==> config.mk <==
export PLATFORM = sky130hd
export DESIGN_NAME = tppa_seq
export DESIGN_NICKNAME = d
export VERILOG_FILES = /design/src/sv/two_pool_page_allocator_top_macros.svh /design/src/sv/tppa_pkg.sv /design/src/sv/tppa_seq.sv
export SDC_FILE = /design/constraint.sdc
export NUM_CORES = 1
export LEC_CHECK = 0
export BUFFER_PORTS_ARGS = -buffer_cell sky130_fd_sc_hd__buf_2
export CORE_MARGIN = 1
export CORE_UTILIZATION = 45
export DETAILED_ROUTE_END_ITERATION = 16
export PLACE_DENSITY_LB_ADDON = 0.08
export SYNTH_ARGS = -nofsm -noshare
export SYNTH_HDL_FRONTEND = slang
export SYNTH_SLANG_ARGS = --single-unit
==> constraint.sdc <==
create_clock -name i_clk -period 2.05 [get_ports i_clk]
set_input_delay 0.5125 -clock i_clk [delete_from_list [all_inputs] [get_ports i_clk]]
set_output_delay 0.5125 -clock i_clk [all_outputs]
set_load 0.1 [all_outputs]
==> src/sv/two_pool_page_allocator_top_macros.svh <==
// Assertion macros shared by the page allocator RTL.
`ifndef TWO_POOL_PAGE_ALLOCATOR_TOP_MACROS_SVH
`define TWO_POOL_PAGE_ALLOCATOR_TOP_MACROS_SVH

// Same-cycle implication, sampled on i_clk, quiet while i_rst_n is low.
`define TPPA_ASSERT_IMP(label, ante, cons) \
    label: assert property (@(posedge i_clk) disable iff (!i_rst_n) (ante) |-> (cons)) \
        else $error("page allocator: same-cycle check failed");

// Next-cycle implication, sampled on i_clk, quiet while i_rst_n is low.
`define TPPA_ASSERT_NXT(label, ante, cons) \
    label: assert property (@(posedge i_clk) disable iff (!i_rst_n) (ante) |=> (cons)) \
        else $error("page allocator: next-cycle check failed");

`endif

==> src/sv/tppa_pkg.sv <==
// Types, constants and microcode table of the two-pool page allocator.
`default_nettype none

package tppa_pkg;

    localparam int unsigned PAGE_STACK_DEPTH_DEF  = 32768;
    localparam int unsigned SUPER_STACK_DEPTH_DEF = 64;

    localparam int ADDR_W        = 32;
    localparam int PAGE_SHIFT    = 12;   // 4 KiB pages
    localparam int SUPER_SHIFT   = 21;   // 2 MiB superpages
    localparam int RESERVE_SHIFT = 2;    // a quarter of free memory
    localparam int PN_W          = ADDR_W - PAGE_SHIFT;
    localparam int SN_W          = ADDR_W - SUPER_SHIFT;
    localparam int REQ_W         = 3;
    localparam int STAT_W        = 2;
    localparam int TDATA_OUT_W   = 40;

    localparam logic [ADDR_W-1:0] KERNEL_END_RST = 32'h8020_0000;
    localparam logic [ADDR_W-1:0] PHYS_STOP_RST  = 32'h8800_0000;

    typedef logic [REQ_W-1:0]  t_req;
    typedef logic [STAT_W-1:0] t_status;

    localparam t_req REQ_INIT       = 3'd0;
    localparam t_req REQ_ALLOC_PAGE = 3'd1;
    localparam t_req REQ_FREE_PAGE  = 3'd2;
    localparam t_req REQ_ALLOC_SUP  = 3'd3;
    localparam t_req REQ_FREE_SUP   = 3'd4;

    localparam t_status STAT_OK       = 2'd0;
    localparam t_status STAT_EMPTY    = 2'd1;
    localparam t_status STAT_BADFREE  = 2'd2;
    localparam t_status STAT_OVERFLOW = 2'd3;

    // Datapath actions, one per control word.
    typedef enum logic [3:0] {
        A_IDLE, A_POP_P, A_EMIT_P, A_POP_S, A_EMIT_S, A_FREE_P, A_FREE_S,
        A_INIT_A, A_INIT_B, A_INIT_C, A_INIT_D, A_PUSH_P, A_SET_SUP,
        A_PUSH_S, A_SET_HI, A_EMIT_ST
    } t_act;

    // Sequencing: next step, jump, jump on flag, hold until flag, dispatch.
    typedef enum logic [2:0] {
        C_NEXT, C_GOTO, C_IF, C_LOOP, C_DISPATCH
    } t_cond;

    localparam int STEP_W = 5;
    typedef logic [STEP_W-1:0] t_step;

    localparam t_step ST_IDLE    = 5'd0;
    localparam t_step ST_P_POP   = 5'd1;
    localparam t_step ST_P_EMIT  = 5'd2;
    localparam t_step ST_S_POP   = 5'd3;
    localparam t_step ST_S_EMIT  = 5'd4;
    localparam t_step ST_P_FREE  = 5'd5;
    localparam t_step ST_S_FREE  = 5'd6;
    localparam t_step ST_INIT_A  = 5'd7;
    localparam t_step ST_INIT_B  = 5'd8;
    localparam t_step ST_INIT_C  = 5'd9;
    localparam t_step ST_INIT_D  = 5'd10;
    localparam t_step ST_RUN_LO  = 5'd11;
    localparam t_step ST_SET_SUP = 5'd12;
    localparam t_step ST_RUN_SUP = 5'd13;
    localparam t_step ST_SET_HI  = 5'd14;
    localparam t_step ST_RUN_HI  = 5'd15;
    localparam t_step ST_EMIT_ST = 5'd16;

    typedef struct packed {
        t_act  act;
        t_cond cond;
        logic  emit;     // step loads the result register
        t_step target;
    } t_uword;

    // What the sequencer hands to the datapath each cycle.
    typedef struct packed {
        t_act act;
        logic go;        // step executes this cycle
    } t_uctl;

    function automatic t_uword ucode(input t_step step);
        t_uword uw;
        unique case (step)
            ST_IDLE:    uw = '{act: A_IDLE,    cond: C_DISPATCH, emit: 1'b0, target: ST_IDLE};
            ST_P_POP:   uw = '{act: A_POP_P,   cond: C_IF,       emit: 1'b0, target: ST_EMIT_ST};
            ST_P_EMIT:  uw = '{act: A_EMIT_P,  cond: C_GOTO,     emit: 1'b1, target: ST_IDLE};
            ST_S_POP:   uw = '{act: A_POP_S,   cond: C_IF,       emit: 1'b0, target: ST_EMIT_ST};
            ST_S_EMIT:  uw = '{act: A_EMIT_S,  cond: C_GOTO,     emit: 1'b1, target: ST_IDLE};
            ST_P_FREE:  uw = '{act: A_FREE_P,  cond: C_GOTO,     emit: 1'b1, target: ST_IDLE};
            ST_S_FREE:  uw = '{act: A_FREE_S,  cond: C_GOTO,     emit: 1'b1, target: ST_IDLE};
            ST_INIT_A:  uw = '{act: A_INIT_A,  cond: C_NEXT,     emit: 1'b0, target: ST_IDLE};
            ST_INIT_B:  uw = '{act: A_INIT_B,  cond: C_IF,       emit: 1'b0, target: ST_EMIT_ST};
            ST_INIT_C:  uw = '{act: A_INIT_C,  cond: C_NEXT,     emit: 1'b0, target: ST_IDLE};
            ST_INIT_D:  uw = '{act: A_INIT_D,  cond: C_IF,       emit: 1'b0, target: ST_RUN_HI};
            ST_RUN_LO:  uw = '{act: A_PUSH_P,  cond: C_LOOP,     emit: 1'b0, target: ST_IDLE};
            ST_SET_SUP: uw = '{act: A_SET_SUP, cond: C_NEXT,     emit: 1'b0, target: ST_IDLE};
            ST_RUN_SUP: uw = '{act: A_PUSH_S,  cond: C_LOOP,     emit: 1'b0, target: ST_IDLE};
            ST_SET_HI:  uw = '{act: A_SET_HI,  cond: C_NEXT,     emit: 1'b0, target: ST_IDLE};
            ST_RUN_HI:  uw = '{act: A_PUSH_P,  cond: C_LOOP,     emit: 1'b0, target: ST_IDLE};
            ST_EMIT_ST: uw = '{act: A_EMIT_ST, cond: C_GOTO,     emit: 1'b1, target: ST_IDLE};
            default:    uw = '{act: A_IDLE,    cond: C_GOTO,     emit: 1'b0, target: ST_IDLE};
        endcase
        return uw;
    endfunction

    // Entry step of each request's routine.
    function automatic t_step dispatch(input t_req req);
        t_step step;
        unique case (req)
            REQ_INIT:       step = ST_INIT_A;
            REQ_ALLOC_PAGE: step = ST_P_POP;
            REQ_FREE_PAGE:  step = ST_P_FREE;
            REQ_ALLOC_SUP:  step = ST_S_POP;
            REQ_FREE_SUP:   step = ST_S_FREE;
            default:        step = ST_EMIT_ST;
        endcase
        return step;
    endfunction

endpackage

`default_nettype wire

==> src/sv/tppa_seq.sv <==
// Microcode sequencer: step counter, control store and jump logic.
`default_nettype none

module tppa_seq (
    input  wire logic          i_clk,
    input  wire logic          i_rst_n,
    input  wire logic          i_start,
    input  wire tppa_pkg::t_req i_req,
    input  wire logic          i_flag,
    input  wire logic          i_out_free,
    output tppa_pkg::t_uctl    o_ctl
);

    tppa_pkg::t_step  r_pc;
    tppa_pkg::t_step  n_pc;
    tppa_pkg::t_uword w_uw;
    logic             w_go;

    always_ff @(posedge i_clk) begin
        if (!i_rst_n) begin
            r_pc <= tppa_pkg::ST_IDLE;
        end else begin
            r_pc <= n_pc;
        end
    end

    always_comb begin
        w_uw = tppa_pkg::ucode(r_pc);
        // A step that loads the result waits for the output register.
        w_go = !w_uw.emit || i_out_free;
        n_pc = r_pc;
        if (w_go) begin
            unique case (w_uw.cond)
                tppa_pkg::C_NEXT:     n_pc = r_pc + 1'b1;
                tppa_pkg::C_GOTO:     n_pc = w_uw.target;
                tppa_pkg::C_IF:       n_pc = i_flag ? w_uw.target : r_pc + 1'b1;
                tppa_pkg::C_LOOP:     n_pc = i_flag ? r_pc + 1'b1 : r_pc;
                tppa_pkg::C_DISPATCH: n_pc = i_start ? tppa_pkg::dispatch(i_req) : r_pc;
                default:              n_pc = tppa_pkg::ST_IDLE;
            endcase
        end
        o_ctl.act = w_uw.act;
        o_ctl.go  = w_go;
    end

endmodule

`default_nettype wire

Word-level counts from Yosys, hierarchy flattened
Memories as Yosys holds them, arrays and structs flattened. A register that Yosys moved wholly into a read port is not among the register bits.
Index checks and enable logic that the tools add are counted.
Widths: inputs -> output; s select.
{"block": "classes", "n_addsub": 1, "reduce_logical": 5, "mux": 7, "eq_ne": 10}
{"cell": "$pmux 5 s5", "count": 2}
{"cell": "$mux 5", "count": 5}
{"cell": "$eq 3x2->1 const B", "count": 4}
{"cell": "$eq 3x1->1 const B", "count": 2}
{"cell": "$eq 3x3->1 const B", "count": 2}
{"cell": "$logic_not 3->1", "count": 2}
{"cell": "$add 5x1->5 const B", "count": 1}
{"cell": "$ne 2x2->1 const B", "count": 2}
{"cell": "$reduce_and 3->1", "count": 1}
{"cell": "$logic_not 1->1", "count": 1}
{"cell": "$logic_or 1x1->1", "count": 1}
{"block": "word_totals", "elab_cells": 25, "romBits": 416, "inputBits": 8, "out_inout_bits": 5, "mem_count": 1, "ff_bits": 5}
{"memory": "(no name shown)", "words": 32, "width": 13, "rd": 1, "rd_ports_with_merged_regs": 1, "wr": 0, "line_no": "tppa_pkg.sv:84", "rtl": "unique case (step)"}

Longest topological paths before layout
Gate-level depths: netlist of run 1.
{"block": "depth", "depth_word": 6, "mapped_depth": 9}

Worst setup path before layout of run 1
OpenSTA, ideal clock, no wires.
{"block": "synth_timing", "path_kind": "input to register", "from": "input i_start", "to": "register w_uw[7] (netlist name)", "stages": 7, "setup_slack_ns": -0.125, "setup_ns": 0.086, "n_path_buf": 0, "t_required_ns": 1.964, "arrival_time_ns": 2.089, "path_cell_list": "or3b_1 > a211oi_2 > and3_1 > a211oi_2 > nor2_1 > mux2_1 > a211oi_1"}
{"block": "synth_between", "elab_chain_len": 4}
{"element": "start, declared", "line_no": "tppa_seq.sv:7", "rtl": "input wire logic i_start,"}
{"element": "$ne 2x2->1 (no line)"}
{"element": "$reduce_and 3->1 (no line)"}
{"element": "$mux 5 (no line) (2 in a row)"}
No other way between the ends.
A chain may end at the register's enable or synchronous reset.

Worst setup path in the final report of run 1
{"block": "layout_timing", "from": "register w_uw[6] (netlist name)", "to": "register w_uw[11] (netlist name)"}
{"block": "layout_between", "elab_chain_len": 5}
{"element": "$eq 3x2->1 or $eq 3x3->1 (tied branches)", "line_no": "tppa_seq.sv:33", "rtl": "unique case (w_uw.cond)"}
{"element": "$ne 2x2->1 (no line)"}
{"element": "$reduce_and 3->1 (no line)"}
{"element": "$mux 5 (no line) * (2 in a row)"}
Every way passes the cells marked *; elsewhere a longest branch is shown, timed or not.

==> results of run 1 <==
-- power by group --
| group | internal (µW) | switching [µW] |
|---|---|---|
| combinational | 806 | 915 |
| clock | 72.7 | 93.4 |
| sequential | 392 | 80.4 |
| total | 1270 | 1090 |
-- through the flow --
step                TNS, ns  hold slack (ns)  power, µW
floorplan            -0.233            0.560       1400
global placement      -2.51            0.643       1750
detailed placement    -2.75            0.645       1760
CTS                  -0.492            0.452       2150
global route          -1.62            0.455       2490
finish               -0.916            0.459       2360
-- layer usage --
metal	GRT usage	routed length, µm	vias up	part of all wire
met5	0	0	-	0
li1	-	-	529	-
met4	0.171	159	0	0.053
met1	0.269	1240	515	0.41
met2	0.442	1480	46	0.50
met3	0.0212	108	17	0.036
-- critical path, stage by stage, from the launching register on --
cell and delay (ns):
sky130_fd_sc_hd__dfxtp_4 0.41, sky130_fd_sc_hd__buf_4 0.14, sky130_fd_sc_hd__nor3b_2 0.05, sky130_fd_sc_hd__a211o_2 0.39
sky130_fd_sc_hd__buf_4 0.18, sky130_fd_sc_hd__a211o_2 0.40, sky130_fd_sc_hd__or3_4 0.44, sky130_fd_sc_hd__o22ai_2 0.14
-- how the worst min path moves through the flow --
stage	start	to	slack, ns
after detailed placement	r_pc[3]	r_pc[3]	0.65
after CTS	i_rst_n	w_uw[8]	0.45
after global routing	i_rst_n	w_uw[8]	0.46
final	i_rst_n	w_uw[8]	0.46
after global placement	r_pc[3]	r_pc[3]	0.64
after floorplan	r_pc[1]	r_pc[1]	0.56
-- placed cells by master (no fill, tap or decap), drive strengths merged, types with 2 or more instances in the layout --
cell type / n
buf: 50
dfxtp: 15
nor2: 9
nand2: 9
inv: 6
a21oi: 6
nor2b: 6
nand3: 5
a211oi: 5
a211o: 4
clkbuf: 3
nor3: 3
o21ai: 3
xnor2: 2
a221oi: 2
nand3b: 2
nand2b: 2
nor4: 2
nor3b: 2
a2111oi: 2
o311ai: 2
a32oi: 2
-- kinds of logic (layout without fill, tap and decap cells) --
logic type / after synthesis / in the layout
AOI/OAI and AO/OA: 35 / 35
xor gates and xnor gates: 2 / 2
adders and majority gates: 1 / 1
buffers and inverters: 16 / 60
DFF: 15 / 15
muxes: 2 / 2
and+or+nand+nor: 48 / 48
-- flip-flops by register name, summed over array words and instances, names as in the netlist --
name  count
w_uw     10
r_pc      5
-- final cells by class --
cell class,count,area share
multi-input combinational,88,0.515
tap,28,0.0219
inverter,6,0.0141
timing repair buffer,50,0.237
clock inverter,1,0.00312
sequential,15,0.194
clock buffer,3,0.0141
-- repair_timing --
| item | CTS | global route |
|---|---|---|
| pin swaps | 16 | 10 |
| setup endpoints to repair | 10 | 10 |
| cloned | 0 | 0 |
| gates resized for setup | 21 | 14 |
| buffers inserted | 6 | 5 |
==> results list, run 1 <==
* Status: complete, but fails checks
- The final reports fail on negative setup slack.
- For this run, the share of the core covered by cells in the final layout is 0.725.
- Worst R2R Setup Slack: -0.15 ns
- H-tree depth: 1
* FF/Latch Area: 312 µm²
* Number of port buffers: 12
- In the final layout, the multi-input gates occupy 826 µm².
- Overall track demand over capacity in global routing: 0.246
* Synthesized-area fraction occupied by ao, oa, aoi and oai cells: 0.294
- The number of max-slew violations in the final report was 0.
* Number of top-level pins: 13
- Length in cells of the worst reg-to-reg path: 7
- Initial antenna violation count: 0
* Antenna diode count: 0
- Among all flip-flop cells after synthesis, the most frequent one is sky130_fd_sc_hd__dfxtp_1.
- In the finished design, the share of the clock period the worst path needs comes to 1.07.
* Number of buffers between clock root and the deepest sink: 2
- CP Data Required Time: 2.28 ns
- CP endpoint: w_uw[11]
- Fraction of layout instances using a drive strength above 1: 0.607
- After synthesis, the share of flip-flops with an asynchronous set or reset is 0.
- After synthesis, the largest family of logic cells by area is compound AO/OA/AOI/OAI gates.
- Wire length of the first global-routing pass: roughly 4.6 mm
- In this run the critical register-to-register path is captured at w_uw[11].
- Critical path origin: w_uw[6]
- Critical R2R Launch: w_uw[6]
- FILL cells: 164
* Finished Layout Cells: 191
* Total congestion overflow: 0
- Synthesized-area fraction occupied by and/or/nand/nor cells: 0.276
* Endpoint kind of the worst setup timing path: flip-flop
* Number of DRC markers in iteration 0: 34
- # rows: 17
- TritonCTS built the clock tree.
- Synthesis handed over a netlist of 119 instances.
* Share of the synthesized netlist area taken by xor and xnor gates: 0.0166
- The Yosys step of the flow raised 0 warnings.
- Total Routed Length: 2.99 mm
- For the finished layout, the period the worst path requires is 2.20 ns.
* Average vias per placed instance: a little under 6
* Die Wd: 50.4 µm
- Signal arrival time at the worst endpoint: 2.42 ns
* Number of synthesized flops with an enable pin: 0
* Net Count, Synth: 128
- Cell area after synthesis: 1050 µm²
* Non-Filler Cell Area, Final: 1600 µm²
- The clock reaches the later pin of the worst-skew pair after 0.29 ns.
- Clock transition time at the flip-flop clock pins of the worst setup and hold paths: about 0.090 ns
* Final setup viols: 9
- The worst setup path is of the reg2reg kind.
* Final weighted congestion in routability-driven placement: 0.845
* Portion of netlist area occupied by mux cells: 0.0202
* Final hold vios: 0
- Before CTS, the worst setup slack after placement is -0.394 ns.
- The tool flagged a number of max-cap violations equal to 0.
- The worst hold path belongs to the class in2reg.
- Worst setup SP type: flip-flop
- Number of search-and-repair iterations in the first detailed-routing pass: 4
- Of the post-synthesis cell area, the dominant cell type holds 0.285.
- After layout, the worst setup slack is -0.147 ns.
* CTS buffer count: 3
- After legalization and detailed placement, the total HPWL measured approximately 2.0 mm.
- The total area inside the core boundary comes to about 2200 µm².
- The number of hold buffers added after CTS was 0.
- Flip-flop and latch count after synthesis: 15
- Synthesis instantiated 50 different standard cells from the library.
* Final nets: 173
- Vias in the first global route: 1052
* Worst-Margin Slew: 0.485 ns
- Once placement finished, the instance area stood at roughly 1300 µm².
* Top cell type by total area after synthesis: sky130_fd_sc_hd__dfxtp_1
- Crit path max fanout: 8
* # clock sinks: 15
- In this run the static leakage power is ~0.00068 µW.
* Most instantiated library cell after synthesis: sky130_fd_sc_hd__dfxtp_1
- Setup repair after global routing could not meet its margin everywhere.
* Average detailed-routed wire length per instance: 15.7 µm
- Worst Hold Depth: 2
- Sequential share of the synthesized area: 0.285
- Mean post-synth cell area: approximately 8.9 µm²
- Most used standard cells in the synthesized netlist: sky130_fd_sc_hd__dfxtp_1 (15), sky130_fd_sc_hd__nand2_1 (9), sky130_fd_sc_hd__nor2_1 (9)
* Power Density: about 1500 nW/µm²
* Vias after detailed routing: approximately 1100
- Total die area: around 2500 µm²
- Of the total synthesized cell area, the portion taken by full adders, half adders and majority gates is 0.0119.
* Starting utilization of the core area: 0.477
- Clock tree root buffer cell: sky130_fd_sc_hd__clkbuf_4
- After synthesis, the cell types taking the most area are sky130_fd_sc_hd__dfxtp_1 (28%), sky130_fd_sc_hd__buf_4 (5.0%), sky130_fd_sc_hd__nor2b_1 (3.6%).
- Die height: 50.4 µm
* Maximum frequency from static timing analysis: 0.455 GHz
* Placed cell count: 176
- Number of nets with antenna violations after routing: 0
* Maximum number of pins on one net before global-route repair: 14
- Slew headroom: 0.679
- DRC violations left: 0
* Synthesis-to-finish area growth: 52.0%
- Worst setup skew after layout: 0.00540 ns
- IR analysis of the VDD net gives a maximum drop of 1140 µV.
(Power assumes the default switching activity.)
==> inputs of run 2 (changes only) <==
CTS_BUF_LIST = sky130_fd_sc_hd__clkbuf_8   (was default)
==> run 2 against run 1 <==
  * The flow still finishes with violations (negative setup slack)
  * Worst hold slack improved by 0.038 ns
  * Non-clock buffer count did not move
  * Register-to-register slack improved by 0.05 ns
  * Flip-flop and latch count did not move
  * Combinational power barely moved
  * Via count fell by 2.4%
  * Critical endpoint unchanged
  * Largest power group unchanged
  * Sequential share of layout area barely moved
  * Critical path depth fell by 1
==> results list, run 2 (same netlist as run 1, synthesis figures left out) <==
- Clock tree root buffer cell: sky130_fd_sc_hd__clkbuf_8
- The largest fanout on the critical path is 6 (-2).
* Clock tree from TritonCTS: built
- The remaining design rule violation count is 0 (unchanged).
- The H-tree depth reported by CTS came to 1 (unchanged).
* Most common cell after layout, fill and taps aside: sky130_fd_sc_hd__buf_4
- The top-level I/O count was 13 (unchanged).
- The total die area was 2540 µm² (unchanged).
* Design Power: 2420 µW (+2.6%)
- The leakage dissipation came to 0.000687 µW (+1.0%).
* Starting utilization of the core area: 0.477 (unchanged)
* Slowest library cell on the worst path: sky130_fd_sc_hd__or3_4
- Worst setup skew after layout: 0.00315 ns (-0.00225 ns)
* Period utilization: 1.05 (-0.0251)
- The x dimension of the die was 50.4 µm (unchanged).
- Clock insertion delay at the later pin of the skew report: 0.25 ns (-0.04 ns)
- The weighted congestion reported at the end of routability-driven placement is 0.845 (unchanged).
- Dpl ws: -0.394 ns (unchanged)
* Number of nets with antenna violations after routing: 0 (unchanged)
* Number of buffers between clock root and the deepest sink: 2 (unchanged)
- Instance area after placement: 1330 µm² (unchanged)
- Final nets: 173 (unchanged)
- The number of optimization iterations in the first detailed-route pass came to 4 (unchanged).
- Synthesis-to-finish area growth: 51.6%
- Global routing usage on met2: 0.442 (unchanged)
- Wire length of the first global-routing pass: 4.68 mm (+2.0%)
* DP HPWL: 1.99 mm (unchanged)
- The via density per instance was 5.65 (-2.4%).
- Non-Filler Cell Area, Final: 1600 µm² (-0.23%)
* Endpoint kind of the worst setup timing path: flip-flop
- The data arrival at the endpoint of the critical path came to 2.33 ns (-0.09 ns).
- The worst setup path is of the reg2reg kind.
- CP Data Required Time: 2.23 ns (-0.05 ns)
- The layer flagged by global routing as most heavily used is met2.
* Number of flip-flops under the largest register name: 10 (unchanged)
- Setup repair after global routing could not meet its margin everywhere.
- The overall via count from detail_route is 1080 (-2.4%).
* Die height: 50.4 µm (unchanged)
- The count of hold-fix buffers inserted at cts is 0 (unchanged).
* HP Class: in2reg
* Overall track demand over capacity in global routing: 0.253 (+0.00697)
- The routing usage on met3 was 0.0364 (+0.0152).
* Initial antenna violation count: 0 (unchanged)
- Max-capacitance violation count: 0 (unchanged)
- The final routed wire length divided by cell count was 16.3 µm (+3.8%).
- Worst R2R Setup Slack: -0.1 ns (+0.05 ns)
- In the layout the commonest cells are sky130_fd_sc_hd__buf_4 (36), sky130_fd_sc_hd__dfxtp_1 (11), sky130_fd_sc_hd__buf_2 (10).
- The fmax came to 0.466 GHz (+2.4%).
- Total Routed Length: 3.11 mm (+3.8%)
- The signal on the critical path passes through nor3b_2, a211o_2, buf_4, a211o_2, or3_4, o22ai_2.
* Min Clock Period, post-route: 2.15 ns (-0.0514 ns)
- Violations in the final reports: negative setup slack
- The worst slew margin relative to its limit was 0.600 (-0.0785).
* Total core area: 2210 µm² (unchanged)
- Status: complete, but fails checks
* Worst setup SP type: flip-flop
- The largest incremental delay on the critical path was 0.44 ns (about the same).
* Met1 demand-to-capacity share in global routing: 0.280 (+0.0111)
* Final hold vios: 0 (unchanged)
* Worst-Margin Slew: 0.600 ns (+0.114 ns)
- Final setup viols: 10 (+1)
* Clock transition time at the flip-flop clock pins of the worst setup and hold paths: 0.06 ns (-0.03 ns)
* # clock sinks: 15 (unchanged)
* Largest vdd supply drop: 1100 µV (-3.1%)
* Antenna diode count: 0 (unchanged)
- Power Density: 1510 nW/µm² (+2.9%)
* Cell seen most often among critical-path stages: sky130_fd_sc_hd__a211o_2
* Number of buffers and inverters on the critical path: 1 (-1)
* Placed cell count: 176 (unchanged)
* Finished Layout Cells: 191 (unchanged)
* Number of port buffers: 12 (unchanged)
- The number of buffers created by CTS was 3 (unchanged).
* FILL cells: 163 (-0.61%)
* Final core utilization: 0.723 (-0.00170)
- The share of final-layout standard cells stronger than drive strength 1 is 0.583 (-0.0245).
* Maximum number of pins on one net before global-route repair: 12 (-2)
* Kind of cell with the highest combined delay on the critical path: compound AO/OA/AOI/OAI gates
- The number of DRC violations after detailed-routing iteration 0 is 39 (+15%).
* # rows: 17 (unchanged)
- The post-layout worst setup margin came to -0.0953 ns (+0.0514 ns).
- Total congestion overflow: 0 (unchanged)
- The number of global-route vias before repair came to 1049 (-0.29%).
- Fin. max-slew vios: 0 (unchanged)
[run 2: timing repair]
action,4_1_cts,5_1_grt
endpoints found under the setup margin,10,11
pin swaps,18,5
setup buffers,9,2
gates cloned,0,0
resized for setup,23,11
[run 2: layout make-up]
cell class / count / area, µm² / share of cell area
multi-input cells: 88 / 802 / 0.502
clock inverters: 1 / 5.00 / 0.00313
repair buffers: 50 / 383 / 0.239
flip-flops and latches: 15 / 310 / 0.194
clock buffers: 3 / 41.3 / 0.0258
well taps: 28 / 35.0 / 0.0219
inverters: 6 / 22.5 / 0.0141
[run 2: final timing paths]
kind                              start  endpoint  cells after the start
worst min-delay path            i_rst_n   w_uw[8]                      2
worst min register to register  r_pc[3]   r_pc[3]                      3
worst max-delay path            w_uw[8]  w_uw[11]                      6
worst max register to register  w_uw[8]  w_uw[11]                      6
[run 2: per-layer routing]
metal / vias to the layer above / part of all wire
met1: 502 / 0.42
met3: 13 / 0.030
met2: 36 / 0.51
li1: 529 / -
met5: - / 0
met4: 0 / 0.044
[run 2: metrics by stage]
step                TNS (ns)  hold slack [ns]
finish                -0.750            0.497
global route           -1.58            0.494
CTS                   -0.463            0.495
detailed placement     -2.75            0.645
global placement       -2.51            0.643
floorplan             -0.233            0.560
[run 2: report_power, final]
part	switching, µW	internal (µW)
clock network	101	135
logic	909	811
registers	74.2	391
[run 2: worst reg2reg max path, delay by kind of cell (launching register included)]
kind,cells,cell delay [ns]
simple gates,2,0.63
compound gates,3,0.93
buf+inv,1,0.17
flops,1,0.36
==> inputs of run 3 (changes only) <==
GPL_TIMING_DRIVEN = 0   (was default)
==> run 3 against run 2 <==
  * The flow still finishes with violations (negative setup slack)
  * Core utilization shrank 0.51 points
  * Sequential share of layout area grew 0.61 points
  * Die area is the same
  * Total power is essentially flat
  * Combinational power is essentially flat
  * Critical path type unchanged
  * Critical endpoint is now w_uw[6]
  * Highest routed layer unchanged
==> results list, run 3 (same netlist as run 1, synthesis figures left out) <==
- The count of standard-cell rows is 17 (unchanged).
* Leakage dissipation: 0.000627 µW (-8.7%)
- STA classifies the critical path startpoint as a flip-flop.
* Clock share of power: 0.100 (+0.003)
* Synthesis-to-finish area growth: 50.5%
- Initial antenna violation count: 0 (unchanged)
- Clock tree from TritonCTS: built
- Antenna diode count: 0 (unchanged)
- Total Routed Length: 3.11 mm (unchanged)
- The cell sitting at the root of the clock tree is a sky130_fd_sc_hd__clkbuf_8.
- The clock latency on the worst-skew pair is 0.25 ns (about the same).
- The clock-pin slew on the worst setup and hold paths was 0.06 ns (about the same).
* Category of the most critical setup path: reg2reg
- The transition time at the pin with the least slew margin is 0.624 ns (+0.0242 ns).
* Design Power: 2420 µW (about the same)
- Total core area: 2210 µm² (unchanged)
* Number of buffers and inverters on the critical path: 2 (+1)
- The worst slew margin relative to its limit came to 0.584 (-0.0161).
- The power spent charging and discharging nets is 1130 µW (+4.0%).
- The number of flip-flops in the largest register came to 10 (unchanged).
* RSZ-0062 raised after global routing: yes
- Average detailed-routed wire length per instance: 17.5 µm (+7.9%)
- The signal on the critical path passes through buf_6, and3b_2, o21ai_4, o311ai_4, a32oi_4, buf_6, nor3_2, a211o_1, a21oi_2.
- CTS buffer count: 3 (unchanged)
- Crit path max fanout: 8 (+2)
* Signal arrival time at the worst endpoint: 2.35 ns (+0.02 ns)
- The tightest min-delay check is of the in2reg type.
* Slowest library cell on the worst path: sky130_fd_sc_hd__dfxtp_4
- Starting utilization of the core area: 0.477 (unchanged)
- The peak supply drop came to 965 µV (-12%).
- The final antenna-violating net count came to 0 (unchanged).
- Power share of the sequential group: 0.203 (+0.011)
- The reported max-cap violation count is 0 (unchanged).
- Final weighted congestion in routability-driven placement: 0.811 (-4.1%)
* Internal power summed over all cells: 1300 µW (-3.1%)
- The fraction of power spent switching nets is 0.466 (+0.0176).
- The library cell used most frequently in the layout, excluding fill and tap cells, is sky130_fd_sc_hd__buf_4.
- The maximum number of pins on one net before global-route repair is 11 (-1).
- The total die area is 2540 µm² (unchanged).
* FILL cells: 183 (+12%)
* Overall track demand over capacity in global routing: 0.247 (-0.00618)
* Violations in the final reports: negative setup slack
- Final core utilization: 0.718 (-0.00509)
* Worst setup slack after layout: -0.127 ns (-0.0314 ns)
- Fraction of layout instances using a drive strength above 1: 0.570 (-0.0124)
- Fin. max-slew vios: 0 (unchanged)
- The sum of net half-perimeters after detailed placement came to 1.72 mm (-13%).
- Kind of cell with the highest combined delay on the critical path: compound AO/OA/AOI/OAI gates
* Power Density: 1530 nW/µm² (+0.81%)
* CP Data Required Time: 2.22 ns (about the same)
- The flow ran to the end, but the final reports show violations.
- The H-tree depth reported by CTS came to 1 (unchanged).
- The clock skew after layout was 0.00295 ns (-0.000207 ns).
* Wire length of the first global-routing pass: 4.60 mm (-1.6%)
* Number of search-and-repair iterations in the first detailed-routing pass: 4 (unchanged)
- Endpoint kind of the worst setup timing path: flip-flop
- Final setup viols: 7 (-3)
- The residual overflow from global routing was 0 (unchanged).
- Cell seen most often among critical-path stages: sky130_fd_sc_hd__buf_6
- The overall via count from detail_route was 1056 (-2.2%).
* Number of port buffers: 12 (unchanged)
- The number of nets in the final layout came to 159 (-8.1%).
- The proportion of power drawn by combinational gates was 0.698 (-0.013).
* Maximum single-stage delay on the critical path: 0.38 ns (-0.06 ns)
* DRC violations left: 0 (unchanged)
- The final critical-path required period was 2.18 ns (+0.0314 ns).
- The via density per instance came to 5.97 (+5.5%).
- # clock sinks: 15 (unchanged)
- Number of DRC markers in iteration 0: 27 (-31%)
* Post-CTS Hold Buffers: 0 (unchanged)
- Period utilization: 1.06 (+0.0153)
- Final hold vios: 0 (unchanged)
- Commonest non-fill, non-tap cells in the layout: sky130_fd_sc_hd__buf_4 (17), sky130_fd_sc_hd__buf_2 (12), sky130_fd_sc_hd__nand2_1 (9), sky130_fd_sc_hd__dfxtp_1 (9), sky130_fd_sc_hd__nor2_1 (8)
- The fmax was 0.459 GHz (-1.4%).
- Die Wd: 50.4 µm (unchanged)
- Vias in the first global route: 958 (-8.7%)
- The height of the die is 50.4 µm (unchanged).
- Number of top-level pins: 13 (unchanged)
* Number of buffers between clock root and the deepest sink: 2 (unchanged)
==> run 3: cell count changes in the layout (fill, tap and decap cells not counted), sizes merged <==
cell and change:
buf -15, clkbuf +1
==> run 3: metal layers <==
layer / wire [µm] / track usage / part of all wire / up-vias
met1: 1330 / 0.314 / 0.43 / 514
met2: 1590 / 0.409 / 0.51 / 38
met3: 139 / 0.0364 / 0.045 / 5
li1: - / - / - / 499
met4: 52 / 0.111 / 0.017 / 0
met5: 0 / 0 / 0 / -
==> run 3: what timing repair did <==
item	in CTS	in global routing
gates cloned	0	1
buffers inserted	9	5
endpoints found under the setup margin	11	10
pin swaps	15	12
resized for setup	28	23
==> run 3: cell type report <==
type | instances | area (µm²) | area share
multi-input cells | 88 | 907 | 0.571
flip-flops and latches | 15 | 318 | 0.200
repair buffers | 27 | 184 | 0.116
plain buffers | 9 | 75.1 | 0.0473
clock buffers | 3 | 41.3 | 0.0260
well taps | 28 | 35.0 | 0.0221
inverters | 6 | 22.5 | 0.0142
clock inverters | 1 | 5.00 | 0.00315
==> run 3: stage by stage <==
stage / cells / hold slack [ns] / setup TNS, ns / setup WS, ns / area [µm²]
2_1_floorplan: 119 / 0.560 / -0.233 / -0.0701 / 1080
3_3_place_gp: 159 / 0.609 / -3.88 / -0.474 / 1180
3_5_place_dp: 159 / 0.620 / -4.13 / -0.481 / 1180
4_1_cts: 172 / 0.477 / -0.484 / -0.101 / 1430
5_1_grt: 177 / 0.476 / -1.40 / -0.199 / 1590
6_report: 177 / 0.477 / -0.621 / -0.127 / 1590
==> run 3: path summary, 6_finish.rpt <==
kind	slack (ns)	cells past startpoint	endpoint	startpoint
worst max-delay path	-0.13	9	w_uw[6]	w_uw[7]
worst min-delay path	0.48	2	w_uw[8]	i_rst_n
worst max register to register	-0.13	9	w_uw[6]	w_uw[7]
worst min register to register	0.69	2	w_uw[4]	r_pc[2]
==> run 3: power by group through the flow <==
stage | Combinational, µW | Clock [µW] | Sequential, µW
2_1_floorplan | 965 | 0 | 432
3_3_place_gp | 1120 | 0 | 446
3_5_place_dp | 1140 | 0 | 447
4_1_cts | 1440 | 243 | 445
5_1_grt | 1790 | 259 | 505
6_report | 1690 | 241 | 492
